$ cat src/hdl/tsp_pkg.sv
// Shared types and constants for the traffic storm policer.
`timescale 1ns / 1ps

package tsp_pkg;

    // Class enable bits in the class mask register
    localparam logic [2:0] MASK_UNKNOWN_UNICAST = 3'h1;
    localparam logic [2:0] MASK_BROADCAST       = 3'h2;
    localparam logic [2:0] MASK_MULTICAST       = 3'h4;

    // Bit mode multiplies the byte count by eight: a left shift by three
    localparam int BITS_PER_BYTE  = 8;
    localparam int BYTE_SHIFT     = $clog2(BITS_PER_BYTE);

    // Register reset values
    localparam logic [2:0]  CLASS_MASK_RESET   = 3'd2;
    localparam logic        RATE_MODE_RESET    = 1'b0;
    localparam logic [31:0] THRESHOLD_RESET    = 32'd1000;
    localparam logic [15:0] WINDOW_TICKS_RESET = 16'd1000;

    // Configuration register indexes
    typedef enum logic [1:0] {
        REG_CLASS_MASK   = 2'd0,
        REG_RATE_MODE    = 2'd1,
        REG_THRESHOLD    = 2'd2,
        REG_WINDOW_TICKS = 2'd3
    } reg_index_t;

    // Packet class codes
    typedef enum logic [1:0] {
        CLASS_KNOWN_UNICAST   = 2'd0,
        CLASS_BROADCAST       = 2'd1,
        CLASS_MULTICAST       = 2'd2,
        CLASS_UNKNOWN_UNICAST = 2'd3
    } packet_class_t;

    // Request actions
    localparam logic ACTION_PACKET = 1'b0;
    localparam logic ACTION_TICK   = 1'b1;

    // Input request payload
    typedef struct packed {
        logic        action;
        logic [1:0]  packet_class;
        logic [15:0] packet_length;
    } in_item_t;

    // Result payload
    typedef struct packed {
        logic drop;
        logic blocking;
        logic window_end;
        logic over_threshold;
    } out_item_t;

    // Configuration bundle from the register file to the engine
    typedef struct packed {
        logic [2:0]  class_mask;
        logic        rate_mode;
        logic [31:0] threshold;
        logic [15:0] window_ticks;
    } cfg_t;

endpackage

$ cat src/hdl/tsp_cfg_regs.sv
// Configuration register file of the traffic storm policer.
`timescale 1ns / 1ps

module tsp_cfg_regs (
    input  logic           aclk,
    input  logic           aresetn,
    input  logic           cfg_wr_en,
    input  logic [1:0]     cfg_index,
    input  logic [31:0]    cfg_data,
    output tsp_pkg::cfg_t  cfg
);

    tsp_pkg::cfg_t cfg_reg;
    tsp_pkg::cfg_t cfg_next;

    // Decode the write into the addressed register
    always_comb begin
        cfg_next = cfg_reg;
        if (cfg_wr_en) begin
            case (tsp_pkg::reg_index_t'(cfg_index))
                tsp_pkg::REG_CLASS_MASK:   cfg_next.class_mask   = cfg_data[2:0];
                tsp_pkg::REG_RATE_MODE:    cfg_next.rate_mode    = cfg_data[0];
                tsp_pkg::REG_THRESHOLD:    cfg_next.threshold    = cfg_data;
                tsp_pkg::REG_WINDOW_TICKS: cfg_next.window_ticks = cfg_data[15:0];
                default:                   cfg_next = cfg_reg;
            endcase
        end
    end

    // Hold register values, load reset defaults
    always_ff @(posedge aclk) begin
        if (!aresetn) begin
            cfg_reg.class_mask   <= tsp_pkg::CLASS_MASK_RESET;
            cfg_reg.rate_mode    <= tsp_pkg::RATE_MODE_RESET;
            cfg_reg.threshold    <= tsp_pkg::THRESHOLD_RESET;
            cfg_reg.window_ticks <= tsp_pkg::WINDOW_TICKS_RESET;
        end else begin
            cfg_reg <= cfg_next;
        end
    end

    assign cfg = cfg_reg;

endmodule

$ cat src/hdl/tsp_engine.sv
// Policer state and per-request update logic.
`timescale 1ns / 1ps

module tsp_engine #(
    parameter int COUNT_WIDTH = 32
) (
    input  logic                aclk,
    input  logic                aresetn,
    input  logic                accept,
    input  tsp_pkg::in_item_t   req,
    input  tsp_pkg::cfg_t       cfg,
    output tsp_pkg::out_item_t  res
);

    // Compare width covers count * 8 and the 32-bit threshold
    localparam int SHIFT_WIDTH = COUNT_WIDTH + tsp_pkg::BYTE_SHIFT;
    localparam int MEAS_WIDTH  = (SHIFT_WIDTH > 32) ? SHIFT_WIDTH : 32;

    logic                   blocking_reg, blocking_next;
    logic                   running_reg, running_next;
    logic [COUNT_WIDTH-1:0] count_reg, count_next;
    logic [15:0]            tick_reg, tick_next;

    logic                   watched;
    logic [COUNT_WIDTH:0]   sum;
    logic [COUNT_WIDTH-1:0] count_sat;
    logic [15:0]            amount;
    logic [15:0]            tick_inc;
    logic [15:0]            limit;
    logic [MEAS_WIDTH-1:0]  measure;
    logic                   over;

    // Classify the packet against the mask
    always_comb begin
        case (tsp_pkg::packet_class_t'(req.packet_class))
            tsp_pkg::CLASS_BROADCAST:
                watched = (cfg.class_mask & tsp_pkg::MASK_BROADCAST) != 3'd0;
            tsp_pkg::CLASS_MULTICAST:
                watched = (cfg.class_mask & tsp_pkg::MASK_MULTICAST) != 3'd0;
            tsp_pkg::CLASS_UNKNOWN_UNICAST:
                watched = (cfg.class_mask & tsp_pkg::MASK_UNKNOWN_UNICAST) != 3'd0;
            default:
                watched = 1'b0;
        endcase
    end

    // Saturating count add, window tick and threshold compare
    assign amount    = cfg.rate_mode ? req.packet_length : 16'd1;
    assign sum       = {1'b0, count_reg} + (COUNT_WIDTH + 1)'(amount);
    assign count_sat = sum[COUNT_WIDTH] ? {COUNT_WIDTH{1'b1}} : sum[COUNT_WIDTH-1:0];
    assign tick_inc  = tick_reg + 16'd1;
    assign limit     = (cfg.window_ticks == 16'd0) ? 16'd1 : cfg.window_ticks;
    assign measure   = cfg.rate_mode ? (MEAS_WIDTH'(count_reg) << tsp_pkg::BYTE_SHIFT)
                                     : MEAS_WIDTH'(count_reg);
    assign over      = measure >= MEAS_WIDTH'(cfg.threshold);

    // Next state and result for the current request
    always_comb begin
        blocking_next = blocking_reg;
        running_next  = running_reg;
        count_next    = count_reg;
        tick_next     = tick_reg;
        res           = '0;
        if (req.action == tsp_pkg::ACTION_PACKET) begin
            if (watched) begin
                // open a window when idle
                if (!blocking_reg && !running_reg) begin
                    running_next = 1'b1;
                    tick_next    = 16'd0;
                end
                count_next = count_sat;
                res.drop   = blocking_reg;
            end
        end else if (running_reg) begin
            tick_next = tick_inc;
            if (tick_inc >= limit) begin
                res.window_end = 1'b1;
                if (over) begin
                    res.over_threshold = 1'b1;
                    blocking_next      = 1'b1;
                end else begin
                    blocking_next = 1'b0;
                    running_next  = 1'b0;
                end
                count_next = '0;
                tick_next  = 16'd0;
            end
        end
        res.blocking = blocking_next;
    end

    // Advance state on an accepted request
    always_ff @(posedge aclk) begin
        if (!aresetn) begin
            blocking_reg <= 1'b0;
            running_reg  <= 1'b0;
            count_reg    <= '0;
            tick_reg     <= 16'd0;
        end else if (accept) begin
            blocking_reg <= blocking_next;
            running_reg  <= running_next;
            count_reg    <= count_next;
            tick_reg     <= tick_next;
        end
    end

    // A threshold hit is only reported on a closing window
    a_over_needs_end: assert property (@(posedge aclk) disable iff (!aresetn)
        res.over_threshold |-> res.window_end)
        else $error("over_threshold without window_end");

    // A closed window restarts from zero
    a_end_clears: assert property (@(posedge aclk) disable iff (!aresetn)
        (accept && res.window_end) |=> (count_reg == '0 && tick_reg == 16'd0))
        else $error("counters not cleared at window end");

    // Blocking starts only from an over-threshold window end
    a_block_rise: assert property (@(posedge aclk) disable iff (!aresetn)
        $rose(blocking_reg) |-> $past(accept && res.over_threshold))
        else $error("blocking rose without threshold hit");

endmodule

$ cat src/hdl/traffic_storm_policer.sv
// Top level of the traffic storm policer: config port, engine and result register.
`timescale 1ns / 1ps

// Storm policer for one port. Each request is a packet descriptor or one time
// tick, and each produces exactly one result (drop, blocking, window_end,
// over_threshold). A request is taken in every cycle in which s_ready is high: the
// policer state updates in the cycle of acceptance and the result appears in the
// registered output in the next cycle, so throughput is one request per cycle while
// the consumer keeps m_ready high. s_ready stays high while the result register
// is empty or being emptied. Configuration writes take effect on the next cycle
// and are expected only while no request is in flight.
module traffic_storm_policer #(
    parameter int COUNT_WIDTH = 32
) (
    input  logic                aclk,
    input  logic                aresetn,
    input  logic                s_valid,
    output logic                s_ready,
    input  tsp_pkg::in_item_t   s_data,
    output logic                m_valid,
    input  logic                m_ready,
    output tsp_pkg::out_item_t  m_data,
    input  logic                cfg_wr_en,
    input  logic [1:0]          cfg_index,
    input  logic [31:0]         cfg_data
);

    tsp_pkg::cfg_t      cfg;
    tsp_pkg::out_item_t res;
    tsp_pkg::out_item_t m_data_reg;
    logic               m_valid_reg, m_valid_next;
    logic               accept;

    tsp_cfg_regs u_cfg (
        .aclk      (aclk),
        .aresetn   (aresetn),
        .cfg_wr_en (cfg_wr_en),
        .cfg_index (cfg_index),
        .cfg_data  (cfg_data),
        .cfg       (cfg)
    );

    tsp_engine #(
        .COUNT_WIDTH (COUNT_WIDTH)
    ) u_engine (
        .aclk    (aclk),
        .aresetn (aresetn),
        .accept  (accept),
        .req     (s_data),
        .cfg     (cfg),
        .res     (res)
    );

    // Accept while the result register is free or draining
    assign s_ready = !m_valid_reg || m_ready;
    assign accept  = s_valid && s_ready;

    always_comb begin
        m_valid_next = m_valid_reg;
        if (accept) begin
            m_valid_next = 1'b1;
        end else if (m_ready) begin
            m_valid_next = 1'b0;
        end
    end

    // Hold the result until the consumer takes it
    always_ff @(posedge aclk) begin
        if (!aresetn) begin
            m_valid_reg <= 1'b0;
        end else begin
            m_valid_reg <= m_valid_next;
        end
    end

    always_ff @(posedge aclk) begin
        if (accept) begin
            m_data_reg <= res;
        end
    end

    assign m_valid = m_valid_reg;
    assign m_data  = m_data_reg;

endmodule

$ cat config.mk
export PLATFORM = sky130hd
export DESIGN_NAME = traffic_storm_policer
export DESIGN_NICKNAME = d
export VERILOG_FILES = /design/src/hdl/tsp_pkg.sv /design/src/hdl/tsp_cfg_regs.sv /design/src/hdl/tsp_engine.sv /design/src/hdl/traffic_storm_policer.sv
export SDC_FILE = /design/constraint.sdc
export NUM_CORES = 1
export LEC_CHECK = 0
export BUFFER_PORTS_ARGS = -buffer_cell sky130_fd_sc_hd__clkbuf_2
export CAP_MARGIN = 20
export CORE_MARGIN = 1
export CORE_UTILIZATION = 55
export CTS_CLUSTER_DIAMETER = 100
export DETAILED_ROUTE_END_ITERATION = 10
export PLACE_DENSITY = 0.8
export SLEW_MARGIN = 20
export SYNTH_ARGS = -nofsm -noshare
export SYNTH_HDL_FRONTEND = slang
export SYNTH_SLANG_ARGS = --single-unit
$ cat constraint.sdc
create_clock -name aclk -period 3.8 [get_ports aclk]
set_clock_uncertainty 0.15 [all_clocks]
set_input_delay 0.19 -clock aclk [delete_from_list [all_inputs] [get_ports aclk]]
set_output_delay 0.19 -clock aclk [all_outputs]
set_load 0.02 [all_outputs]
==> impl_metrics.toml <==
[worst_setup_path]
regToRegSetupSlack_ns = 0.17
cp_data_arrival_time_ns = 3.75
cp_num_buf_inv = 0
critical_path_required_ns = 3.93
end_kind = "flip-flop"
worst-setup-path-type = "flip-flop to flip-flop"
crit_family = "simple AND/OR/NAND/NOR gates"
cp_cell_sequence = "nand4_1 > nor3_2 > and3_2 > nand3_1 > xnor2_1 > ha_1 > a211oi_1 > o21ai_0 > a21oi_1 > o211ai_4 > nor2_4 > or4b_1 > o21ai_1"
startpoint_type = "flip-flop"
cpPeakStageDelay_ns = 0.47
critPathMaxFanout = 10
cp_slowest_cell = "or4b_1"

[routing]
first_pass_iters = 5
ant_nets = 0
post-route-drc-count = 0
drt_wl_total_mm = 18.6
drt-initial-drc-count = 507
dr_total_vias = 6772
via_per_inst = 5.88
post_drt_wl_per_cell_um = 16.1

[timing]
maxSlewViolCount = 0
max_freq_ghz = 0.276
setup_viol = 0
layout_worst_path_cycle_share_pct = 95.4
relSlewSlack_pct = 45.9
hold_slack_ns = 0.00225
final-hold-violation-count = 0
tightestPinTransition_ns = 0.812
min_period_ns = 3.63
layout_setup_ws_ns = 0.174

[placed_design]
place_hpwl_mm = 12.9
place.port_buffers = 63
place.gp.congestion = 0.921
postPlaceCellArea_mm2 = 0.00755
post-place-cells = 1102
place_ws_ns = 0.107

[cts]
cts_tree = "yes"
cts_htree_levels = 3
clock_path_buffers = 2
cts_buffers = 9
clk_pin_slew_ns = 0.07
insertion_delay_ns = 0.35
cts.sinks = 107
cts_root_buf = "clkbuf_16"

[yosys]
syn-num-nets = 1017
synthFlopType = "dfxtp_1"
netlist_top_cells_count = "nand2_1 (156), dfxtp_1 (103), a21oi_1 (86)"
synth_area_mm2 = 0.00707
synth_edf_count = 4
synth_most_common_cell = "nand2_1"
ys_top_cells_by_area = "dfxtp_1 (29%), ha_1 (12%), nand2_1 (8.3%), a21oi_1 (6.1%), mux2_2 (4.8%)"
synth_cell_types = 75
syn_avg_cell_area_um2 = 7.92
synth.yosys.seq_area_share_pct = 30.9
yosysTopAreaCellShare_pct = 29.2
synth_seq_cells = 107
synth_top_cell_by_area = "dfxtp_1"
synth_warnings = 0
async_flop_share_pct = 0
syn-instance-count = 893

[cells_and_area]
final_cell_count_no_fill = 1152
multi_input_area_mm2 = 0.00453
layout-drive-gt1-share_pct = 15.0
num_antenna_cells = 0
area_growth_pct = 16.3
largest_register_ffs = 52
nFillCells = 1025
fin_nets = 1099
regArea_mm2 = 0.00218
stdcell_area_mm2 = 0.00822
final_util_pct = 65.4

[floorplanning]
dieArea_mm2 = 0.0133
floorplan.initialDensity_pct = 56.2
die_h_um = 115
core_area_mm2 = 0.0126
die_x_um = 115
fp-row-count = 41
ios = 64

[min_path]
hold_class = "input port to flip-flop"

[grt]
grt_pass1_wl_mm = 30.1
grt_max_degree = 58
grt_overflow_total = 0
antenna_found_initial = 0
grt_pass1_vias = 6219
grt_use_total_pct = 28.5

[status]
status = "complete, no violations"

[power]
p_leak_nw = 3.60
power.density_mw_per_mm2 = 283
ir_drop_mv = 0.202

[job]
cap_violations = 0
[cells by family after synthesis]
kind of cell | after synthesis | share of synthesized area, %
compound gates | 232 | 20.5
xor+xnor | 28 | 3.47
fa+ha+maj | 66 | 11.8
buf+inv | 104 | 5.79
flops | 107 | 30.9
mux | 35 | 5.49
simple gates | 321 | 22.1
[path summary, 6_finish.rpt]
check	start	to	cells after the start
hold / removal	cfg_data[0]	u_cfg.cfg[16]	3
setup / recovery	u_engine.tick_reg[0]	u_engine.tick_reg[11]	13
setup reg to reg	u_engine.tick_reg[0]	u_engine.tick_reg[11]	13
hold reg to reg	u_cfg.cfg[35]	u_cfg.cfg[35]	2
[metal layers]
layer | wire length [µm] | global-route usage [%] | vias up
met5 | 0 | 0 | -
met3 | 1380 | 4.48 | 36
li1 | - | - | 3333
met2 | 8450 | 46.5 | 289
met1 | 8390 | 39.1 | 3114
met4 | 347 | 7.45 | 0
[metrics by stage]
| step | power (mW) | setup TNS (ns) |
|---|---|---|
| final | 2.32 | 0 |
| after global routing | 2.41 | -0.0198 |
| after CTS | 2.31 | 0 |
| after detailed placement | 1.39 | 0 |
| after global placement | 1.39 | 0 |
| after floorplan | 1.32 | 0 |
[report_power, final]
part / internal (mW) / leakage, nW / switching (mW)
combinational: 0.101 / 2.59 / 0.135
clock: 0.483 / 0.138 / 0.436
sequential: 1.15 / 0.876 / 0.0182
[final cells by class]
class | instances | share of cell area (%)
well taps | 172 | 2.62
inverters | 61 | 2.79
clock inverters | 5 | 0.426
flip-flops and latches | 107 | 26.6
clock buffers | 11 | 3.08
multi-input cells | 682 | 55.1
repair buffers | 114 | 9.47
[repair_timing]
item / in CTS / in global routing
endpoints found under the hold margin: 46 / 0
endpoints found under the setup margin: 0 / 37
resized for setup: 0 / 10
hold buffers: 32 / 0
setup buffers: 0 / 2
[layout by cell type (no fill, tap or decap), types with 5 or more instances in the layout]
cell           synthesis  final
nand2b_1               5      5
mux2i_1                5      5
clkbuf_16              0      9
o21ai_0               30     30
dlygate4sd3_1          0     32
nand3_1               27     26
a21o_1                13     13
inv_1                 61     60
a21oi_1               86     86
nor3_1                11      9
o21ai_1               23     22
and2_1                24     24
dfxtp_1              103    102
nand4b_1               7      7
buf_4                  0     19
mux2_2                30     30
nand4_1               13     13
nor2_1                33     32
xnor2_1               16     16
nand2_1              156    156
a31oi_1                5      5
o211ai_1              17     17
or3_1                  7      7
ha_1                  65     65
o21a_1                 5      5
nand3b_1               6      6
xor2_1                12     12
and3_1                 9      8
a211oi_1               6      6
clkbuf_2               0     63
[worst reg2reg max path, stage by stage, from the launching register on]
cell and delay, ns:
dfxtp_1 0.42, nand4_1 0.15, nor3_2 0.20, and3_2 0.27, nand3_1 0.16, xnor2_1 0.17, ha_1 0.32, a211oi_1 0.23
o21ai_0 0.15, a21oi_1 0.30, o211ai_4 0.20, nor2_4 0.23, or4b_1 0.47, o21ai_1 0.10
Power figures use the tool's default switching activity.
